===== src/tmos_pkg.sv =====
// ----------------------------------------------------------------------------
// tmos_pkg
// Shared types and constants for the two-machine open shop ranker: beat
// payloads for the job and result channels and the job class codes.
// ----------------------------------------------------------------------------
package tmos_pkg;

	localparam int TIME_W      = 16;
	localparam int RANK_W      = 7;
	localparam int JOB_INDEX_W = 6;

	// job classes by processing times
	typedef enum logic [1:0] {
		CLS_1 = 2'd0, // 0 < t1 <= t2
		CLS_2 = 2'd1, // t1 > t2 > 0
		CLS_3 = 2'd2, // t1 == 0
		CLS_4 = 2'd3  // t1 > t2 == 0
	} cls_t;

	// one job beat
	typedef struct packed {
		logic [TIME_W-1:0] time_m1;
		logic [TIME_W-1:0] time_m2;
		logic              op_m1_present;
		logic              op_m2_present;
		logic              last_job;
	} job_t;

	// one result beat
	typedef struct packed {
		logic [JOB_INDEX_W-1:0] job_index;
		logic [RANK_W-1:0]      rank_m1;
		logic [RANK_W-1:0]      rank_m2;
		logic                   inconsistent;
		logic                   last_result;
	} result_t;

endpackage


===== src/tmos_stream_if.sv =====
// ----------------------------------------------------------------------------
// tmos_stream_if
// Valid/ready stream channel carrying one payload per beat.
// ----------------------------------------------------------------------------
interface tmos_stream_if #(
	parameter type payload_t = logic
);
	logic     valid;
	logic     ready;
	payload_t payload;

	modport source (output valid, output payload, input ready);
	modport sink   (input valid, input payload, output ready);
endinterface


===== src/two_machine_open_shop_ranker_core.sv =====
// ----------------------------------------------------------------------------
// two_machine_open_shop_ranker_core
// Operation: one job beat per cycle while loading; after the last job, a class
//   scan and four rank passes over the stored jobs, with the S_PICK and S_SPEC
//   selection steps, then one result beat at a time, held under backpressure.
// Throughput is set by the single read port of each job store and the shared
//   rank write and rank counters; one instance is processed at a time.
// Reset: arst_n clears the sequencer, job count and output valid; the job
//   stores hold no reset value and are only read where written.
// ----------------------------------------------------------------------------
module two_machine_open_shop_ranker_core #(
	parameter int MAX_JOBS = 64
) (
	input  logic         clk,
	input  logic         arst_n,
	tmos_stream_if.sink   jobs,
	tmos_stream_if.source ranks
);
	localparam int AW = (MAX_JOBS > 1) ? $clog2(MAX_JOBS) : 1;
	localparam int CW = $clog2(MAX_JOBS + 1);
	localparam int TW = 2 * tmos_pkg::TIME_W;
	localparam int RW = 2 * tmos_pkg::RANK_W;

	typedef enum logic [9:0] {
		S_LOAD     = 10'b00_0000_0001,
		S_SCAN     = 10'b00_0000_0010,
		S_PICK     = 10'b00_0000_0100,
		S_R1       = 10'b00_0000_1000,
		S_R2       = 10'b00_0001_0000,
		S_SPEC     = 10'b00_0010_0000,
		S_R4       = 10'b00_0100_0000,
		S_R3       = 10'b00_1000_0000,
		S_OUT_RD   = 10'b01_0000_0000,
		S_OUT_WAIT = 10'b10_0000_0000
	} state_t;

	state_t state_q;
	logic   out_ld_q;

	logic [CW-1:0] cnt_q;
	logic [CW-1:0] rd_j_q;
	logic [CW-1:0] out_j_q;
	logic          valid_s1;
	logic [AW-1:0] j_s1;

	logic                        have_k_q, have_l_q, have_v_q;
	logic [AW-1:0]               k_idx_q, l_idx_q, special_q;
	logic [tmos_pkg::TIME_W-1:0] k_t1_q, l_t2_q;
	logic [tmos_pkg::RANK_W-1:0] next_q, z_q;

	tmos_pkg::result_t out_q;
	logic              out_valid_q;

	// ram ports
	logic          time_we, flag_we, cls_we, rank_we;
	logic [AW-1:0] load_addr, rank_waddr;
	logic [TW-1:0] time_wdata, time_rdata;
	logic          flag_wdata, flag_rdata;
	logic [1:0]    cls_wdata, cls_rdata;
	logic [RW-1:0] rank_wdata, rank_rdata;

	logic          accept, take, in_pass, issuing, pass_done;
	logic [tmos_pkg::TIME_W-1:0] t1_s1, t2_s1;
	tmos_pkg::cls_t cls_s1, target_cls;
	logic          rank_hit;

	// handshake
	assign jobs.ready    = (state_q == S_LOAD);
	assign accept        = jobs.valid && jobs.ready;
	assign ranks.valid   = out_valid_q;
	assign ranks.payload = out_q;
	assign take          = ranks.valid && ranks.ready;

	// job store writes while loading
	assign load_addr  = cnt_q[AW-1:0];
	assign time_we    = accept && (cnt_q < CW'(MAX_JOBS));
	assign flag_we    = time_we;
	assign time_wdata = {jobs.payload.time_m2, jobs.payload.time_m1};
	assign flag_wdata = (jobs.payload.op_m1_present && (jobs.payload.time_m1 == '0))
		|| (jobs.payload.op_m2_present && (jobs.payload.time_m2 == '0));

	// pass sequencing: one read issued per cycle, data handled in the cycle after
	assign in_pass   = (state_q == S_SCAN) || (state_q == S_R1) || (state_q == S_R2)
		|| (state_q == S_R4) || (state_q == S_R3);
	assign issuing   = in_pass && (rd_j_q < cnt_q);
	assign pass_done = in_pass && !issuing && !valid_s1;

	// class decision on scanned times
	assign t1_s1 = time_rdata[tmos_pkg::TIME_W-1:0];
	assign t2_s1 = time_rdata[TW-1:tmos_pkg::TIME_W];
	always_comb begin
		if (t1_s1 <= t2_s1) begin
			cls_s1 = (t1_s1 == '0) ? tmos_pkg::CLS_3 : tmos_pkg::CLS_1;
		end else begin
			cls_s1 = (t2_s1 == '0) ? tmos_pkg::CLS_4 : tmos_pkg::CLS_2;
		end
	end
	assign cls_we    = valid_s1 && (state_q == S_SCAN);
	assign cls_wdata = cls_s1;

	// class served by the current rank pass
	always_comb begin
		unique case (state_q)
			S_R1:    target_cls = tmos_pkg::CLS_1;
			S_R2:    target_cls = tmos_pkg::CLS_2;
			S_R4:    target_cls = tmos_pkg::CLS_4;
			S_R3:    target_cls = tmos_pkg::CLS_3;
			default: target_cls = tmos_pkg::CLS_1;
		endcase
	end

	assign rank_hit = valid_s1 && (state_q != S_SCAN)
		&& (cls_rdata == target_cls) && !(have_v_q && (j_s1 == special_q));

	// shared rank write: special job or the entry of the current pass
	always_comb begin
		rank_we    = 1'b0;
		rank_waddr = j_s1;
		rank_wdata = '0;
		unique case (state_q)
			S_SPEC: begin
				rank_we    = have_v_q;
				rank_waddr = special_q;
				rank_wdata = {tmos_pkg::RANK_W'(1), next_q};
			end
			S_R1, S_R2: begin
				rank_we    = rank_hit;
				rank_wdata = {next_q + tmos_pkg::RANK_W'(1), next_q};
			end
			S_R4: begin
				rank_we    = rank_hit;
				rank_wdata = {tmos_pkg::RANK_W'(0), next_q};
			end
			S_R3: begin
				rank_we    = rank_hit;
				rank_wdata = {z_q, tmos_pkg::RANK_W'(0)};
			end
			default: begin
				rank_we = 1'b0;
			end
		endcase
	end

	tmos_ram #(.WIDTH(TW), .DEPTH(MAX_JOBS)) u_time_ram (
		.clk   (clk),
		.we    (time_we),
		.waddr (load_addr),
		.wdata (time_wdata),
		.raddr (rd_j_q[AW-1:0]),
		.rdata (time_rdata)
	);

	tmos_ram #(.WIDTH(1), .DEPTH(MAX_JOBS)) u_flag_ram (
		.clk   (clk),
		.we    (flag_we),
		.waddr (load_addr),
		.wdata (flag_wdata),
		.raddr (out_j_q[AW-1:0]),
		.rdata (flag_rdata)
	);

	tmos_ram #(.WIDTH(2), .DEPTH(MAX_JOBS)) u_cls_ram (
		.clk   (clk),
		.we    (cls_we),
		.waddr (j_s1),
		.wdata (cls_wdata),
		.raddr (rd_j_q[AW-1:0]),
		.rdata (cls_rdata)
	);

	tmos_ram #(.WIDTH(RW), .DEPTH(MAX_JOBS)) u_rank_ram (
		.clk   (clk),
		.we    (rank_we),
		.waddr (rank_waddr),
		.wdata (rank_wdata),
		.raddr (out_j_q[AW-1:0]),
		.rdata (rank_rdata)
	);

	// pass read pipeline
	always_ff @(posedge clk or negedge arst_n) begin
		if (!arst_n) begin
			valid_s1 <= 1'b0;
			rd_j_q   <= '0;
		end else begin
			valid_s1 <= issuing;
			if (issuing) begin
				rd_j_q <= rd_j_q + CW'(1);
			end else if (pass_done) begin
				rd_j_q <= '0;
			end
		end
	end

	always_ff @(posedge clk) begin
		j_s1 <= rd_j_q[AW-1:0];
	end

	// longest class 1 job on machine one, longest class 2 job on machine two
	always_ff @(posedge clk or negedge arst_n) begin
		if (!arst_n) begin
			have_k_q <= 1'b0;
			have_l_q <= 1'b0;
		end else if (accept) begin
			have_k_q <= 1'b0;
			have_l_q <= 1'b0;
		end else if (valid_s1 && (state_q == S_SCAN)) begin
			if ((cls_s1 == tmos_pkg::CLS_1) && (!have_k_q || (t1_s1 > k_t1_q))) begin
				have_k_q <= 1'b1;
			end
			if ((cls_s1 == tmos_pkg::CLS_2) && (!have_l_q || (t2_s1 > l_t2_q))) begin
				have_l_q <= 1'b1;
			end
		end
	end

	always_ff @(posedge clk) begin
		if (valid_s1 && (state_q == S_SCAN)) begin
			if ((cls_s1 == tmos_pkg::CLS_1) && (!have_k_q || (t1_s1 > k_t1_q))) begin
				k_idx_q <= j_s1;
				k_t1_q  <= t1_s1;
			end
			if ((cls_s1 == tmos_pkg::CLS_2) && (!have_l_q || (t2_s1 > l_t2_q))) begin
				l_idx_q <= j_s1;
				l_t2_q  <= t2_s1;
			end
		end
	end

	// special job choice, ties to machine one
	always_ff @(posedge clk or negedge arst_n) begin
		if (!arst_n) begin
			have_v_q  <= 1'b0;
			special_q <= '0;
		end else if (state_q == S_PICK) begin
			have_v_q <= have_k_q || have_l_q;
			priority if (have_k_q && have_l_q) begin
				special_q <= (k_t1_q >= l_t2_q) ? k_idx_q : l_idx_q;
			end else if (have_k_q) begin
				special_q <= k_idx_q;
			end else if (have_l_q) begin
				special_q <= l_idx_q;
			end else begin
				special_q <= '0;
			end
		end
	end

	// rank counters
	always_ff @(posedge clk or negedge arst_n) begin
		if (!arst_n) begin
			next_q <= tmos_pkg::RANK_W'(1);
			z_q    <= tmos_pkg::RANK_W'(1);
		end else begin
			if (state_q == S_PICK) begin
				next_q <= tmos_pkg::RANK_W'(1);
			end else if (state_q == S_SPEC) begin
				next_q <= next_q + tmos_pkg::RANK_W'(have_v_q);
				z_q    <= next_q + tmos_pkg::RANK_W'(have_v_q);
			end else if (rank_hit && (state_q == S_R3)) begin
				z_q <= z_q + tmos_pkg::RANK_W'(1);
			end else if (rank_hit) begin
				next_q <= next_q + tmos_pkg::RANK_W'(1);
			end
		end
	end

	// sequencer, job count and result register control
	always_ff @(posedge clk or negedge arst_n) begin
		if (!arst_n) begin
			state_q     <= S_LOAD;
			cnt_q       <= '0;
			out_j_q     <= '0;
			out_ld_q    <= 1'b0;
			out_valid_q <= 1'b0;
		end else begin
			out_ld_q <= 1'b0;
			unique case (state_q)
				S_LOAD: begin
					if (accept) begin
						if (time_we) begin
							cnt_q <= cnt_q + CW'(1);
						end
						if (jobs.payload.last_job) begin
							state_q <= S_SCAN;
						end
					end
				end
				S_SCAN: begin
					if (pass_done) begin
						state_q <= S_PICK;
					end
				end
				S_PICK: begin
					state_q <= S_R1;
				end
				S_R1: begin
					if (pass_done) begin
						state_q <= S_R2;
					end
				end
				S_R2: begin
					if (pass_done) begin
						state_q <= S_SPEC;
					end
				end
				S_SPEC: begin
					state_q <= S_R4;
				end
				S_R4: begin
					if (pass_done) begin
						state_q <= S_R3;
					end
				end
				S_R3: begin
					if (pass_done) begin
						state_q <= S_OUT_RD;
					end
				end
				S_OUT_RD: begin
					out_ld_q <= 1'b1;
					state_q  <= S_OUT_WAIT;
				end
				S_OUT_WAIT: begin
					if (out_ld_q) begin
						out_valid_q <= 1'b1;
					end else if (take) begin
						out_valid_q <= 1'b0;
						if (out_q.last_result) begin
							cnt_q   <= '0;
							out_j_q <= '0;
							state_q <= S_LOAD;
						end else begin
							out_j_q <= out_j_q + CW'(1);
							state_q <= S_OUT_RD;
						end
					end
				end
				default: begin
					state_q <= S_LOAD;
				end
			endcase
		end
	end

	// result payload from the rank and flag stores
	always_ff @(posedge clk) begin
		if (out_ld_q) begin
			out_q.job_index    <= tmos_pkg::JOB_INDEX_W'(out_j_q);
			out_q.rank_m1      <= rank_rdata[tmos_pkg::RANK_W-1:0];
			out_q.rank_m2      <= rank_rdata[RW-1:tmos_pkg::RANK_W];
			out_q.inconsistent <= flag_rdata;
			out_q.last_result  <= (out_j_q == (cnt_q - CW'(1)));
		end
	end

`ifndef NO_ASSERTIONS
	// no job beat taken while a result is pending
	a_ready_no_result: assert property (@(posedge clk) disable iff (!arst_n)
		jobs.ready |-> !out_valid_q)
		else $error("job beat accepted while a result is pending");

	// job count never passes the store depth
	a_cnt_bound: assert property (@(posedge clk) disable iff (!arst_n)
		cnt_q <= CW'(MAX_JOBS))
		else $error("job count beyond store depth");

	// rank writes only land on stored jobs
	a_rank_addr: assert property (@(posedge clk) disable iff (!arst_n)
		rank_we |-> (CW'(rank_waddr) < cnt_q))
		else $error("rank written outside the stored jobs");

	// final result beat returns the block to loading with an empty store
	a_last_reload: assert property (@(posedge clk) disable iff (!arst_n)
		(take && out_q.last_result) |=> (state_q == S_LOAD) && (cnt_q == '0))
		else $error("block did not return to loading after the final result");

	// result valid only while a result is being offered
	a_valid_state: assert property (@(posedge clk) disable iff (!arst_n)
		out_valid_q |-> (state_q == S_OUT_WAIT))
		else $error("result valid outside the result phase");
`endif
endmodule


===== src/tmos_ram.sv =====
// ----------------------------------------------------------------------------
// tmos_ram
// Generic single write port, single read port RAM with registered read data.
// ----------------------------------------------------------------------------
module tmos_ram #(
	parameter int WIDTH = 8,
	parameter int DEPTH = 64
) (
	input  logic                     clk,
	input  logic                     we,
	input  logic [$clog2(DEPTH)-1:0] waddr,
	input  logic [WIDTH-1:0]         wdata,
	input  logic [$clog2(DEPTH)-1:0] raddr,
	output logic [WIDTH-1:0]         rdata
);
	logic [WIDTH-1:0] mem [DEPTH];

	// write port
	always_ff @(posedge clk) begin
		if (we) begin
			mem[waddr] <= wdata;
		end
	end

	// registered read port
	always_ff @(posedge clk) begin
		rdata <= mem[raddr];
	end
endmodule


===== src/flat_wrapper.sv =====
// flat-port wrapper written by rule: the top's interface ports become plain ports
module two_machine_open_shop_ranker_core_flat 
#(
	parameter int MAX_JOBS = 64
)
  (clk, arst_n, jobs_valid, jobs_payload, jobs_ready, ranks_valid, ranks_payload, ranks_ready);
  tmos_stream_if #(.payload_t(tmos_pkg::job_t)) jobs_i ();
  tmos_stream_if #(.payload_t(tmos_pkg::result_t)) ranks_i ();
  input  logic clk;
  input  logic arst_n;
  input wire logic [$bits(jobs_i.valid)-1:0] jobs_valid;
  input wire logic [$bits(jobs_i.payload)-1:0] jobs_payload;
  output wire logic [$bits(jobs_i.ready)-1:0] jobs_ready;
  output wire logic [$bits(ranks_i.valid)-1:0] ranks_valid;
  output wire logic [$bits(ranks_i.payload)-1:0] ranks_payload;
  input wire logic [$bits(ranks_i.ready)-1:0] ranks_ready;
  assign jobs_i.valid = jobs_valid;
  assign jobs_i.payload = jobs_payload;
  assign jobs_ready = jobs_i.ready;
  assign ranks_valid = ranks_i.valid;
  assign ranks_payload = ranks_i.payload;
  assign ranks_i.ready = ranks_ready;
  two_machine_open_shop_ranker_core #(.MAX_JOBS(MAX_JOBS)) u_core (.clk(clk), .arst_n(arst_n), .jobs(jobs_i), .ranks(ranks_i));
endmodule

===== config.mk =====
export PLATFORM = sky130hd
export DESIGN_NAME = two_machine_open_shop_ranker_core_flat
export DESIGN_NICKNAME = d
export VERILOG_FILES = /design/src/tmos_pkg.sv /design/src/tmos_stream_if.sv /design/src/two_machine_open_shop_ranker_core.sv /design/src/tmos_ram.sv /design/src/flat_wrapper.sv
export SDC_FILE = /design/constraint.sdc
export NUM_CORES = 2
export LEC_CHECK = 0
export ABC_AREA = 1
export BUFFER_PORTS_ARGS = -buffer_cell sky130_fd_sc_hd__buf_2
export CAP_MARGIN = 20
export CORE_MARGIN = 2
export CORE_UTILIZATION = 50
export DETAILED_ROUTE_END_ITERATION = 8
export PLACE_DENSITY = 0.76
export REMOVE_ABC_BUFFERS = 1
export SYNTH_ARGS = -nofsm -noshare
export SYNTH_HDL_FRONTEND = slang
export SYNTH_HIERARCHICAL = 1
export SYNTH_SLANG_ARGS = --single-unit

===== constraint.sdc =====
create_clock -name clk -period 5.33 [get_ports clk]
set_input_delay 1.3325 -clock clk [delete_from_list [all_inputs] [get_ports clk]]
set_output_delay 1.3325 -clock clk [all_outputs]
set_load 0.01 [all_outputs]

## Yosys cells after proc, flatten, opt, wreduce, memory -nomap -nowiden

Memory sizes are Yosys's and may differ from the RTL's. A register that Yosys moved wholly into a read port is not among the register bits.
Cells that the tools add are included.

| cells by class | value |
|---|---|
| bitwise operators | 2 |
| $lt $le $gt $ge | 6 |
| equality and inequality tests | 27 |
| $add $sub $neg | 7 |
| reduce and logical (&&, ||, !) cells | 55 |
| muxes and demuxes | 52 |

Operator list:

| operator | number |
|---|---|
| $pmux 10 s10 | 1 |
| $mux 7 | 14 |
| $mux 10 | 9 |
| $logic_not 16->1 | 4 |
| $pmux 14 s4 | 1 |
| $add 7x1->7 const B | 5 |
| $gt 16x16->1 | 2 |
| $mux 6 | 5 |
| $logic_and 1x1->1 | 17 |
| $ge 16x16->1 | 1 |
| $le 16x16->1 | 1 |
| $mux 1 | 15 |
| $ne 2x1->1 const B | 7 |
| $pmux 7 s2 | 1 |
| $reduce_and 2->1 | 7 |
| $reduce_bool 2->1 | 7 |
| $eq 10x1->1 const B | 1 |
| $eq 10x10->1 const B | 1 |
| $eq 10x2->1 const B | 1 |
| $eq 10x3->1 const B | 1 |
| $eq 10x4->1 const B | 1 |
| $eq 10x5->1 const B | 1 |
| $eq 10x6->1 const B | 1 |
| $eq 10x7->1 const B | 1 |
| other kinds (27) | 44 |

| word-level totals | value |
|---|---|
| memories kept | 4 |
| logic and storage cells | 176 |
| bits in registers | 129 |
| output and inout bits | 24 |
| memory bits (writable) | 3,136 |
| input port bits | 39 |

Memory list:

| memory | depth | width | rd ports | clocked after memory_dff | write ports | RTL line | RTL |
|---|---|---|---|---|---|---|---|
| u_core.u_time_ram.mem | 64 | 32 | 1 | 1 | 1 | tmos_ram.sv:16 | `logic [WIDTH-1:0] mem [DEPTH];` |
| u_core.u_rank_ram.mem | 64 | 14 | 1 | 1 | 1 | tmos_ram.sv:16 |  |
| u_core.u_cls_ram.mem | 64 | 2 | 1 | 1 | 1 | tmos_ram.sv:16 |  |
| u_core.u_flag_ram.mem | 64 | 1 | 1 | 1 | 1 | tmos_ram.sv:16 |  |

## Logic depth before layout (Yosys ltp)

| logic depth | value |
|---|---|
| depth in word-level cells | 11 |
| gate-level depth with buffers | 15 |
| gate-level depth less buffers | 15 |

## Modules after synthesis

The synthesis kept the hierarchy.

Modules (own cells, without submodules):

| module | cells each | times used | sequential area each (um^2) | area an instance (um^2) |
|---|---|---|---|---|
| tmos_ram at u_core.u_time_ram | 6,769 | 1 | 62,139.6 | 82,738.1 |
| tmos_ram at u_core.u_rank_ram | 3,088 | 1 | 27,186.1 | 36,905.4 |
| two_machine_open_shop_ranker_core | 990 | 1 | 3,532.1 | 8,305.5 |
| tmos_ram at u_core.u_cls_ram | 520 | 1 | 3,883.7 | 5,614.1 |
| tmos_ram at u_core.u_flag_ram | 314 | 1 | 1,941.9 | 3,045.4 |

## Least setup slack after synthesis

OpenSTA, ideal clock, no wires.

| path | value |
|---|---|
| path kind | input to register |
| start point | input jobs_valid |
| end point | memory u_core/u_time_ram/mem[48][0] (netlist bit), enable pin |
| setup time | 503 ps |
| stages on the path | 7 |
| path buffers | 1 |
| path slack | -517 ps |
| required time | 4,827 ps |
| arrival time | 5,345 ps |
| cells stage by stage | inv_1 -> nor2_1 -> inv_1 -> nor2_1 -> clkbuf_1 -> nand4_1 -> nor4_1 |

| on the way | value |
|---|---|
| cells in the longest elaborated chain, start to end | 4 |

RTL lines:

| element | RTL line | RTL |
|---|---|---|
| start, declared | flat_wrapper.sv:11 | `input wire logic [$bits(jobs_i.valid)-1:0] jobs_valid;` |
| $logic_and 1x1->1 | two_machine_open_shop_ranker_core.sv:69 | `assign accept = jobs.valid && jobs.ready;` |
| $logic_and 1x1->1 | two_machine_open_shop_ranker_core.sv:76 | `assign time_we = accept && (cnt_q < CW'(MAX_JOBS));` |
| net u_core.flag_we | two_machine_open_shop_ranker_core.sv:55 | `logic time_we, flag_we, cls_we, rank_we;` |
| $mux 1 | tmos_ram.sv:20 | `if (we) begin` |
| $mux 1 (implied by the code) | tmos_ram.sv:21 | `mem[waddr] <= wdata;` |
| end, declared | tmos_ram.sv:16 |  |

The timed path passes the listed nets, and every way through them passes these cells.

## Final worst setup path

| path | value |
|---|---|
| start point | register u_core.state_q[9] |
| end point | memory u_core/u_rank_ram/mem[26][0] (netlist bit), enable pin |

| on the way | value |
|---|---|
| cells in the longest elaborated chain, start to end | 8 |
| elaborated cells on any way between the ends | 16 |
| those cells by class | eq/ne (7); mux (5); reduce/logical (4) |

RTL lines:

| element | RTL line | RTL |
|---|---|---|
| start, declared | two_machine_open_shop_ranker_core.sv:37 | `state_t state_q;` |
| start signal, assigned | two_machine_open_shop_ranker_core.sv:271 | `state_q <= S_LOAD;` |
| start signal, assigned | two_machine_open_shop_ranker_core.sv:285 | `state_q <= S_SCAN;` |
| start signal, assigned | two_machine_open_shop_ranker_core.sv:291 | `state_q <= S_PICK;` |
| $eq 10x8->1, or another cell as far along | two_machine_open_shop_ranker_core.sv:103, two_machine_open_shop_ranker_core.sv:120 |  |
| $pmux 2 s3 | two_machine_open_shop_ranker_core.sv:103 | `unique case (state_q)` |
| $eq 2x2->1 | two_machine_open_shop_ranker_core.sv:113 | `&& (cls_rdata == target_cls) && !(have_v_q && (j_s1 == special_q));` |
| $logic_and 1x1->1 (2 in series) | two_machine_open_shop_ranker_core.sv:113 |  |
| $pmux 1 s2 (*) | two_machine_open_shop_ranker_core.sv:120 | `unique case (state_q)` |
| net u_core.rank_we | two_machine_open_shop_ranker_core.sv:55 |  |
| $mux 1 (*) | tmos_ram.sv:20 |  |
| $mux 1 (implied by the code) (*) | tmos_ram.sv:21 |  |
| end, declared | tmos_ram.sv:16 |  |

Mark *: on every way through the listed nets, which the timed path passes. The rest lies on a longest branch.

==> reports/qor.yml <==
yosysSeqAreaShare_pct: 72.2
cp.depth: 11
hold_end: "u_core/ranks.payload[10]"
drt_iter0_drc: 12500
ir_worst_vdd_v: 0.000481
tightest_slew_ns: 1.12
crit_chain: "nor2_2, inv_2, nor2_1, inv_2, nor3_2, inv_2, o21ai_0, buf_4, nand4_1, nor2_1, buf_4"
area_delta_synth_final_pct: 10.7
clockBufferDepth: 4
crit_path_end_kind: "register"
dieWidth_um: 527
die_area_um2: 277000
cpPeakStageDelay_ns: 0.74
reg2reg_slack_ns: 1.12
hold_start: "u_core/u_rank_ram/rdata[1]"
overflow: 0
cp_max_fo: 14
grt_pass1_vias: 86400
fmax_mhz: 238
dieHeight_um: 527
worstPathRequired_ns: 5.87
netlist_area_um2: 137000
vias: 91500
drv_cap: 0
htreeDepth: 5
cts_root_buf: "clkbuf_16"
slew_violations: 0
ctsHoldBuffers: 0
multiInputGateArea_um2: 33900
worst_path_max_delay_cell: "nand4_1"
synth_cell_types: 56
ys_warn_count: 6
finalClockSkew_ns: 0.0602
layout_commonest_cell: "nand2_1"
slew_headroom_pct: 25.1
grt_max_degree: 221
cts_tree: "yes"
setup_viol: 0
cts_setup_buffers: 0
final_area_um2: 151000
wl_per_cell_um: 22.7
clk_latency_ns: 0.91
initial_core_util_pct: 50.4
crit_top_cell: "inv_2"
outcome: "completed"
crit_type: "reg2reg"
synth_top_area_cell: "edfxtp_1"
startpoint: "u_core/state_q[9]"
wirelength_um: 352000
start_kind: "register"
crit_arrival_ns: 4.75
period_share_pct: 79.0
p_leak_nw: 54.6
cts_sinks: 3314
hold_path_depth: 0
core_area_um2: 271000
dpl.hpwl_um: 196000
ff_latch_area_um2: 98700
cp_num_buf_inv: 5
ff2ff_path_depth: 11
r2r_end: "u_core/u_rank_ram/mem[26][0]"
postSynthCellCount: 11700
finalHoldViolations: 0
synth_area_leaders: "edfxtp_1, nand3_1, nand2_1, buf_2, dfrtp_1"
powerDensity_nw_per_um2: 440
rsz0062_at_grt: "false"
min-delay-path-class: "reg2reg"
synth_top_area_share_pct: 70.4
grt_pass1_wl_um: 524000
ctsResizeCount: 0
cts_buffers: 315
dr.pass1.iters: 8
ant_nets: 0
clk_pin_slew_ns: 0.06
io_pins: 63
layout-drive-gt1-share_pct: 8.24
synth_area_per_cell_um2: 11.7
nFillCells: 21000
utilization_pct: 55.8
numPortBuffers: 62
path_delay_family: "simple AND/OR/NAND/NOR gates"
viasPerCell: 5.91
synth-seq-cells: 3314
layout_common_cells: "nand2_1, edfxtp_1, nand3_1"
antenna_found_initial: 10
fin_crit_ns: 4.21
drc: 0
placed_cell_area_um2: 141000
layout.nets: 11800
hold-worst-slack_ns: 0.408
grt_usage_pct: 24.7
r2r_start: "u_core/state_q[9]"
num_rows: 191
gp_routability_congestion: 0.879
[synthesized netlist by cell type, drive strengths merged]
master / count
o211ai: 2
xor2: 23
nor3: 25
dfstp: 3
nor3b: 2
dfxtp: 55
nor4: 38
o21a: 1
a21o: 2
clkbuf: 111
o31ai: 4
xnor2: 5
a22o: 1
nor2: 317
ha: 78
clkinv: 1
or4: 2
and3: 1
nand3: 2919
a31oi: 2
o221ai: 2
or2: 2
nand4: 58
and2: 1
o22ai: 5
a21oi: 52
a21boi: 1
o21ai: 55
edfxtp: 3202
dfrtp: 54
buf: 585
nand2: 3852
inv: 214
nand3b: 5
o21bai: 1
[area by class of cell]
class / count / area share [%]
flip-flops and latches: 3314 / 65.3
multi-input cells: 7456 / 22.4
inverters: 215 / 0.574
diodes: 4 / 0.00662
clock buffers: 393 / 5.63
repair buffers: 369 / 2.07
clock inverters: 165 / 1.09
well taps: 3570 / 2.95
[power by group]
part / internal (mW) / leakage [nW] / switching, mW
Clock: 12.8 / 4.98 / 9.42
Sequential: 29.5 / 31.1 / 0.559
Combinational: 3.71 / 18.5 / 10.5
Total: 46.0 / 54.6 / 20.5
[how the worst max path moves through the flow]
stage | to | slack, ns
after floorplan | u_core/u_time_ram/rdata[5] | -39.77
after global placement | u_core/u_rank_ram/mem[23][2] | 1.13
after detailed placement | u_core/u_rank_ram/mem[23][0] | 1.03
after CTS | u_core/u_rank_ram/mem[23][6] | 1.03
after global routing | u_core/u_rank_ram/mem[10][6] | 0.95
final | u_core/u_rank_ram/mem[26][0] | 1.12
[metal layers]
metal  GRT usage (%)  vias up  part of all wire (%)
met5               0        -                 0.018
met4            11.0       10                   4.6
met3            4.13      881                    10
met2            40.3     5406                    48
met1            32.4    44000                    37
li1                -    41200                     -
[through the flow]
step | total power [mW] | setup slack, ns | TNS [ns] | instances
3_5_place_dp | 44.4 | 1.03 | 0 | 14900
6_report | 66.5 | 1.12 | 0 | 15500
5_1_grt | 68.9 | 0.945 | 0 | 15500
2_1_floorplan | 39.3 | -39.77 | -1913.97 | 11000
3_3_place_gp | 44.0 | 1.13 | 0 | 14900
4_1_cts | 66.4 | 1.03 | 0 | 15500
[registers in the layout (all words and copies together), names as in the netlist, 2 cells and up]
register,flops
u_core/cnt_q,7
u_core/j_s1,6
u_core/k_idx_q,6
u_core/k_t1_q,16
u_core/l_idx_q,6
u_core/l_t2_q,16
u_core/next_q,7
u_core/out_j_q,7
u_core/ranks.payload,22
u_core/rd_j_q,7
u_core/special_q,6
u_core/state_q,10
u_core/u_cls_ram/mem,128
u_core/u_cls_ram/rdata,2
u_core/u_flag_ram/mem,64
u_core/u_rank_ram/mem,896
u_core/u_rank_ram/rdata,14
u_core/u_time_ram/mem,2048
u_core/u_time_ram/rdata,32
u_core/z_q,7
[logic make-up (layout without fill, tap and decap cells)]
kind of cell | count (synthesis) | in the layout | share of synthesized area [%]
AO/OA/AOI/OAI | 128 | 128 | 0.526
XOR/XNOR | 28 | 28 | 0.180
adder cells (fa/ha/maj) | 78 | 78 | 0.714
buffers and inverters | 911 | 1142 | 3.45
flip-flops | 3314 | 3314 | 72.2
other | 0 | 4 | 0
AND/OR/NAND/NOR | 7222 | 7222 | 22.9
Note: power is estimated with default switching activity, not from simulation.
